`src/design/cfm_pkg.sv`:
```
// ----------------------------------------------------------------------------
// Cassette FSK modem package
// Shared types and constants for the cassette FSK modem core.
// ----------------------------------------------------------------------------
package cfm_pkg;

   // Field widths.
   localparam int SAMPLE_W = 16;
   localparam int GAP_W    = 8;
   localparam int OUT_W    = 5;

   // Padded stream widths.
   localparam int REQ_DATA_W = 24;
   localparam int RSP_DATA_W = 8;

   // Configuration register indexes.
   localparam logic CSR_MODE      = 1'b0;
   localparam logic CSR_THRESHOLD = 1'b1;

   // Speed modes.
   typedef enum logic [1:0] {
      MODE_SLOW     = 2'd0,
      MODE_FAST     = 2'd1,
      MODE_IDLE     = 2'd2,
      MODE_IDLE_ALT = 2'd3
   } mode_type;

   // Reset values of the configuration registers.
   localparam mode_type                    MODE_RESET      = MODE_IDLE_ALT;
   localparam logic signed [SAMPLE_W-1:0] THRESHOLD_RESET = 16'sd655;

   // Receive decision limits.
   localparam logic [GAP_W-1:0] SLOW_SHORT_LIMIT = 8'd6;
   localparam logic [GAP_W-1:0] FAST_SHORT_LIMIT = 8'd10;
   localparam logic [GAP_W-1:0] LONG_LIMIT       = 8'd32;
   localparam logic [GAP_W-1:0] GAP_MAX          = 8'hff;

   // Control handed from the pipeline to the receive and transmit units.
   typedef struct packed {
      logic advance;  // an item moves into the result register this cycle
      logic active;   // mode is slow or fast
      logic fast;     // mode is fast
   } ctrl_type;

endpackage

```
`src/design/cfm_rx_decode.sv`:
```
// ----------------------------------------------------------------------------
// Cassette FSK receive decoder
// Thresholds the tape sample and decodes bits from the gap between edges.
// ----------------------------------------------------------------------------
module cfm_rx_decode (
   input  logic                                  clock,
   input  logic                                  reset,
   input  cfm_pkg::ctrl_type                     ctrl,
   input  logic signed [cfm_pkg::SAMPLE_W-1:0]   sample,
   input  logic signed [cfm_pkg::SAMPLE_W-1:0]   threshold,
   output logic                                  rx_bit,
   output logic                                  rx_strobe
);

   logic [cfm_pkg::GAP_W-1:0] gap_ff, gap_in, gap_inc;
   logic                      last_ff, last_in;
   logic                      decoded_ff, decoded_in;
   logic                      level, changed, fire, short_gap;
   logic [cfm_pkg::GAP_W-1:0] limit;

   always_comb begin
      level     = (sample > threshold);
      gap_inc   = (gap_ff == cfm_pkg::GAP_MAX) ? gap_ff : gap_ff + 8'd1;
      changed   = (level != last_ff);
      fire      = changed || (ctrl.fast && (gap_inc == cfm_pkg::FAST_SHORT_LIMIT));
      limit     = ctrl.fast ? cfm_pkg::FAST_SHORT_LIMIT : cfm_pkg::SLOW_SHORT_LIMIT;
      short_gap = (gap_inc < limit) || (gap_inc > cfm_pkg::LONG_LIMIT);

      gap_in     = gap_ff;
      last_in    = last_ff;
      decoded_in = decoded_ff;
      rx_strobe  = 1'b0;
      if (ctrl.active) begin
         gap_in    = changed ? '0 : gap_inc;
         last_in   = changed ? level : last_ff;
         rx_strobe = fire;
         if (fire) begin
            decoded_in = short_gap;
         end
      end
      rx_bit = decoded_in;
   end

   always_ff @(posedge clock) begin
      if (reset) begin
         gap_ff     <= '0;
         last_ff    <= 1'b0;
         decoded_ff <= 1'b1;
      end else if (ctrl.advance) begin
         gap_ff     <= gap_in;
         last_ff    <= last_in;
         decoded_ff <= decoded_in;
      end
   end

endmodule

```
`src/design/cfm_tx_encode.sv`:
```
// ----------------------------------------------------------------------------
// Cassette FSK transmit encoder
// Samples the serial transmit bit and toggles the tape output level.
// ----------------------------------------------------------------------------
module cfm_tx_encode (
   input  logic              clock,
   input  logic              reset,
   input  cfm_pkg::ctrl_type ctrl,
   input  logic              tx_bit,
   output logic              tape_level,
   output logic              tape_toggled
);

   logic [cfm_pkg::OUT_W-1:0] count_ff, count_in, count_inc;
   logic                      held_ff, held_in;
   logic                      level_ff, level_in;
   logic                      at_sample, at_step, in_half;

   always_comb begin
      count_inc = count_ff + 5'd1;
      at_sample = ctrl.fast ? (count_inc[2:0] == 3'd0) : (count_inc == 5'd0);

      count_in = count_ff;
      held_in  = held_ff;
      level_in = level_ff;
      tape_toggled = 1'b0;
      if (ctrl.active) begin
         count_in = count_inc;
         if (at_sample && (tx_bit != held_ff)) begin
            held_in  = tx_bit;
            count_in = '0;
         end
         at_step = ctrl.fast ? (count_in[2:0] == 3'd0) : (count_in[1:0] == 2'd0);
         in_half = ctrl.fast ? count_in[3] : count_in[2];
         // A zero bit skips the toggles of its second half.
         tape_toggled = at_step && !(!held_in && in_half);
         level_in     = level_ff ^ tape_toggled;
      end else begin
         at_step = 1'b0;
         in_half = 1'b0;
      end
      tape_level = level_in;
   end

   always_ff @(posedge clock) begin
      if (reset) begin
         count_ff <= '0;
         held_ff  <= 1'b0;
         level_ff <= 1'b1;
      end else if (ctrl.advance) begin
         count_ff <= count_in;
         held_ff  <= held_in;
         level_ff <= level_in;
      end
   end

endmodule

```
`src/design/cassette_fsk_modem_core.sv`:
```
// ----------------------------------------------------------------------------
// Cassette FSK modem core
// Tick-driven tape modem: decodes tape edges into serial bits and encodes the
// serial transmit bit as a two-frequency tape output level.
// ----------------------------------------------------------------------------
// An accepted tick is held in the input register, then moves into the result
// register once that register is free, and its result transfers from there.
// Throughput: one tick per cycle while the output side is ready; the input and
// result registers form a two-stage pipeline; the decoders update on advance.
// Reset is synchronous and active high. It empties both stages, restores the
// mode (idle) and threshold (655) registers and the modem state.
// ----------------------------------------------------------------------------
module cassette_fsk_modem_core (
   input  logic                             clock,
   input  logic                             reset,
   // Input ticks.
   input  logic                             req_tvalid,
   output logic                             req_tready,
   // Fields from bit 0: tape_sample[15:0], tx_serial_bit[16], zero pad[23:17].
   input  logic [cfm_pkg::REQ_DATA_W-1:0]   req_tdata,
   // Results.
   output logic                             rsp_tvalid,
   input  logic                             rsp_tready,
   // Fields from bit 0: rx_bit[0], rx_strobe[1], tape_level[2],
   // tape_toggled[3], zero pad[7:4].
   output logic [cfm_pkg::RSP_DATA_W-1:0]   rsp_tdata,
   // Configuration writes.
   input  logic                             csr_we,
   input  logic                             csr_index,
   input  logic [cfm_pkg::SAMPLE_W-1:0]     csr_wdata
);

   // Configuration registers.
   cfm_pkg::mode_type                     mode_ff;
   logic signed [cfm_pkg::SAMPLE_W-1:0]   threshold_ff;

   // Input stage.
   logic                                  in_valid_ff, in_valid_in;
   logic signed [cfm_pkg::SAMPLE_W-1:0]   in_sample_ff;
   logic                                  in_tx_ff;

   // Result stage.
   logic                                  rsp_valid_ff, rsp_valid_in;
   logic [3:0]                            rsp_fields_ff, rsp_fields_in;

   logic                                  req_accept, out_free;
   cfm_pkg::ctrl_type                     ctrl;
   logic                                  rx_bit, rx_strobe, tape_level, tape_toggled;

   // The user must write configuration only while the modem is idle (the block
   // itself does not enforce this), so the units read these registers directly.
   always_ff @(posedge clock) begin
      if (reset) begin
         mode_ff      <= cfm_pkg::MODE_RESET;
         threshold_ff <= cfm_pkg::THRESHOLD_RESET;
      end else if (csr_we) begin
         case (csr_index)
            cfm_pkg::CSR_MODE:      mode_ff      <= cfm_pkg::mode_type'(csr_wdata[1:0]);
            cfm_pkg::CSR_THRESHOLD: threshold_ff <= $signed(csr_wdata);
            default: ;
         endcase
      end
   end

   // The result register is free when empty or when its item transfers now.
   // An item in the input stage advances whenever the result register is free,
   // and that same cycle the input stage can take the next tick.
   always_comb begin
      out_free     = !rsp_valid_ff || rsp_tready;
      req_tready   = !reset && (!in_valid_ff || out_free);
      req_accept   = req_tvalid && req_tready;

      ctrl.advance = in_valid_ff && out_free;
      ctrl.active  = (mode_ff == cfm_pkg::MODE_SLOW) || (mode_ff == cfm_pkg::MODE_FAST);
      ctrl.fast    = (mode_ff == cfm_pkg::MODE_FAST);

      if (req_accept) begin
         in_valid_in = 1'b1;
      end else if (ctrl.advance) begin
         in_valid_in = 1'b0;
      end else begin
         in_valid_in = in_valid_ff;
      end

      rsp_valid_in  = out_free ? in_valid_ff : rsp_valid_ff;
      rsp_fields_in = {tape_toggled, tape_level, rx_strobe, rx_bit};
   end

   always_ff @(posedge clock) begin
      if (reset) begin
         in_valid_ff  <= 1'b0;
         rsp_valid_ff <= 1'b0;
      end else begin
         in_valid_ff  <= in_valid_in;
         rsp_valid_ff <= rsp_valid_in;
      end
   end

   // Payload registers carry no reset.
   always_ff @(posedge clock) begin
      if (req_accept) begin
         in_sample_ff <= $signed(req_tdata[cfm_pkg::SAMPLE_W-1:0]);
         in_tx_ff     <= req_tdata[cfm_pkg::SAMPLE_W];
      end
      if (ctrl.advance) begin
         rsp_fields_ff <= rsp_fields_in;
      end
   end

   // Receive side: level threshold and edge-gap bit decision.
   cfm_rx_decode u_rx (
      .clock     (clock),
      .reset     (reset),
      .ctrl      (ctrl),
      .sample    (in_sample_ff),
      .threshold (threshold_ff),
      .rx_bit    (rx_bit),
      .rx_strobe (rx_strobe)
   );

   // Transmit side: bit sampling and tape level toggling.
   cfm_tx_encode u_tx (
      .clock        (clock),
      .reset        (reset),
      .ctrl         (ctrl),
      .tx_bit       (in_tx_ff),
      .tape_level   (tape_level),
      .tape_toggled (tape_toggled)
   );

   assign rsp_tvalid = rsp_valid_ff;
   assign rsp_tdata  = {4'b0000, rsp_fields_ff};

endmodule

```
`config.mk`:
```
export PLATFORM = sky130hd
export DESIGN_NAME = cassette_fsk_modem_core
export DESIGN_NICKNAME = d
export VERILOG_FILES = /design/src/design/cfm_pkg.sv /design/src/design/cfm_rx_decode.sv /design/src/design/cfm_tx_encode.sv /design/src/design/cassette_fsk_modem_core.sv
export SDC_FILE = /design/constraint.sdc
export NUM_CORES = 1
export LEC_CHECK = 0
export BUFFER_PORTS_ARGS = -buffer_cell sky130_fd_sc_hd__buf_2
export CAP_MARGIN = 40
export CORE_UTILIZATION = 30
export CTS_CLUSTER_SIZE = 40
export DETAILED_ROUTE_END_ITERATION = 10
export GPL_ROUTABILITY_DRIVEN = 0
export HOLD_SLACK_MARGIN = 0.06
export PLACE_DENSITY_LB_ADDON = 0.3
export RECOVER_POWER = 100
export SLEW_MARGIN = 25
export SYNTH_ARGS = -nofsm -noshare
export SYNTH_HDL_FRONTEND = slang
export SYNTH_HIERARCHICAL = 1
export SYNTH_SLANG_ARGS = --single-unit
```
`constraint.sdc`:
```
create_clock -name clock -period 3.4 [get_ports clock]
set_input_delay 0.68 -clock clock [delete_from_list [all_inputs] [get_ports clock]]
set_output_delay 0.68 -clock clock [all_outputs]
set_load 0.03 [all_outputs]
```
==> results by group <==
Setup path
  – Worst r2r dst: rsp_fields_ff[0]
  – R2R setup slack: 540 ps
  – CP Capture Type: register
  – CP peak stage delay: 600 ps
  – Slowest library cell on the worst path: or4_1
  – Crit Path Max Fanout: 13
  – CP required: 3480 ps
  – Crit Path Class: reg -> reg
  – Critical Path Start: in_sample_ff[15]
  – Startpoint Class: register
  – Worst-case reg-to-reg path depth: 8
  – Critical path arrival: 2930 ps
  – Worst path cell trace: ha_1 > nand4_1 > or4_1 > a21oi_1 > a41oi_1 > o21ai_4 > a31oi_1 > mux2_4
  – R2R Path Start: in_sample_ff[15]

Clock network
  – Clock Tree Root: clkbuf_8
  – Clock Latency Late Sink: 330 ps
  – CTS sink cnt: 58
  – Clock Path Buffers: 2
  – Post-CTS setup buffers: 0
  – Clock slew at reported path FFs: 70 ps
  – TritonCTS clock tree: built
  – Total CTS buffers: 9
  – CTS Hold Bufs: 0
  – H-tree depth: 3
  – Post-cts resize count: 0

Logic synthesis
  – Sequential share of the synthesized area: 42.0%
  – Synth warn: 6
  – Top-count cell post-synth: dfxtp_1
  – Syn Inst Count: 341
  – Number of synthesized flops with an enable pin: 21
  – Post-synthesis register bit count: 58
  – Commonest cells in the netlist: dfxtp_1, a21oi_1, inv_1, edfxtp_1, ha_1
  – Cell Area, Synth: 3260 um^2
  – Synth area leaders: dfxtp_1, edfxtp_1, ha_1
  – Main synth FF type: dfxtp_1
  – Ys async rst share: 0%
  – Syn_area_per_cell: 9.57 um^2
  – Synth area leader: dfxtp_1
  – Share of the synthesized area in the top cell type: 22.7%
  – Cell variety after synth: 62

Die
  – Core box area: 10,400 um^2
  – # rows: 37
  – Io pins: 56
  – Initial core utilization: 31.3%
  – Die area: 11,300 um^2
  – Die Span Y: 106 um
  – Die width: 106 um

STA
  – Final Slew Violations: 0
  – Least-Margin Pin Slew: 1500 ps
  – Post-route setup slack: 542 ps
  – Fmax: 350 MHz
  – Post-route clock skew: 7.33 ps
  – Final period utilization: 84.1%
  – Setup TNS: 0 ps
  – Final Hold Viols: 0
  – RSZ-0062 raised after global routing: no
  – Max-slew headroom: 0.223%
  – Tmin final: 2860 ps
  – # setup viols final: 0

Global routing
  – GRT overflow: 0
  – Largest net degree at the start of global routing: 32
  – Number of global-route vias before repair: 2,513
  – GRT Util Overall: 12.5%
  – Initial antenna violation count: 0
  – First-pass GRT wire length: 11,400 um

Routing
  – Drt initial violations: 99
  – DRC: 0
  – Total iterations of the first detailed-routing run: 4
  – Routed WL: 6490 um
  – Final ANT Viol Nets: 0
  – Vias per cell: 4.91
  – Avg WL per Cell: 12.4 um
  – Via count: 2,568

Pwr
  – Logic pwr share: 10.3%
  – Clock Power Share: 42.3%
  – Sequential power share: 47.4%
  – Internal Pwr Total: 1210 uW
  – Sw power: 383 uW
  – Cell Pwr Density: 430 nW/um^2
  – P_leak: 0.00148 uW
  – Sw frac: 24.0%
  – Peak VDD IR: 0.303 mV
  – Total chip power: 1600 uW

Worst hold path
  – Hold path cells: 1
  – Hold Crit Start: threshold_ff[9]
  – Hold crit path type: reg -> reg
  – Hold EP: threshold_ff[9]

Cells and area
  – Post-route cell area: 3710 um^2
  – Fin cells: 523
  – N_diodes: 0
  – Fraction of layout cells with a size suffix above 1: 17.8%
  – Filler instances: 1,111
  – Final #Nets: 449
  – Area Overhead vs Synth: 13.8%

Placed design
  – I/O Buffers: 44
  – Dpl cell area: 3570 um^2
  – Dpl hpwl: 4560 um
  – Placed cells: 507
  – Pre-CTS setup slack: 675 ps

Flow run
  – MaxCap Viol Count: 1

Outcome
  – Violations in the final reports: capacitance limit
  – Status: complete, but fails checks
[cells by family after synthesis]
group,synth area share [%]
AND/OR/NAND/NOR,19.7
AO/OA/AOI/OAI,19.6
flip-flops,42.0
buffers and inverters,6.83
adder cells (fa/ha/maj),8.05
multiplexers,2.68
XOR/XNOR,1.04
other,0.115
[flip-flops by register name, summed over array words and instances, names as in the netlist]
signal,cells
threshold_ff,16
rsp_fields_ff,4
u_rx/gap_ff,8
in_tx_ff,1
in_sample_ff,16
u_rx/decoded_ff,1
u_tx/level_ff,1
rsp_tvalid,1
mode_ff,2
in_valid_ff,1
u_rx/last_ff,1
u_tx/count_ff,5
u_tx/held_ff,1
[placed cells by master (no fill, tap or decap), types with 9 or more instances in the layout]
cell type and n:
edfxtp_1 21, nand3_1 18, ha_1 21, a21bo_2 10
nand2_1 19, buf_2 37, a21oi_1 34, clkbuf_1 10
nor2_1 19, dfxtp_1 37, clkbuf_8 9, inv_1 23
a31oi_1 9, nand4_1 13
[worst max-delay path, delay by kind of cell, from the launching register on]
kind                     cells  cell delay (ps)
flip-flops                   1              370
AND/OR/NAND/NOR              2              800
AO/OA/AOI/OAI                4              730
multiplexers                 1              330
adder cells (fa/ha/maj)      1              380
[worst max path at each step]
stage | end | slack (ps) | cells after the start
floorplan | rsp_fields_ff[0] | 990 | 8
global placement | rsp_fields_ff[0] | 730 | 8
detailed placement | rsp_fields_ff[0] | 670 | 8
CTS | rsp_fields_ff[0] | 640 | 8
global route | rsp_fields_ff[0] | 400 | 8
finish | rsp_fields_ff[0] | 540 | 8
[layout make-up]
cell class	instances	area [um^2]	area share [%]
Timing Repair Buffer	49	238	6.40
Clock inverter	7	83.8	2.26
Inverter	23	86.3	2.32
Clock buffer	9	124	3.33
Multi-Input combinational cell	241	1640	44.2
Tap cell	136	170	4.58
Sequential cell	58	1370	36.9
[power groups by stage]
stage | clock, uW | combinational, uW | sequential [uW]
after global placement | 0 | 168 | 771
final | 676 | 164 | 757
after global routing | 725 | 186 | 760
after detailed placement | 0 | 170 | 772
after floorplan | 0 | 122 | 773
after CTS | 698 | 171 | 757
[through the flow]
stage	utilization, %	hold slack, ps
final	35.7	474
after CTS	36.3	474
after floorplan	-	435
after detailed placement	34.3	460
after global placement	34.3	449
after global routing	35.7	494
[metal layers]
layer | share of wire, % | global-route usage (%) | up-vias
li1 | - | - | 1328
met1 | 48 | 15.8 | 1173
met2 | 47 | 20.5 | 63
met3 | 4.6 | 3.37 | 4
met4 | 0.71 | 4.46 | 0
met5 | 0 | 0 | -
No activity file was read; power rests on OpenSTA's default activity.
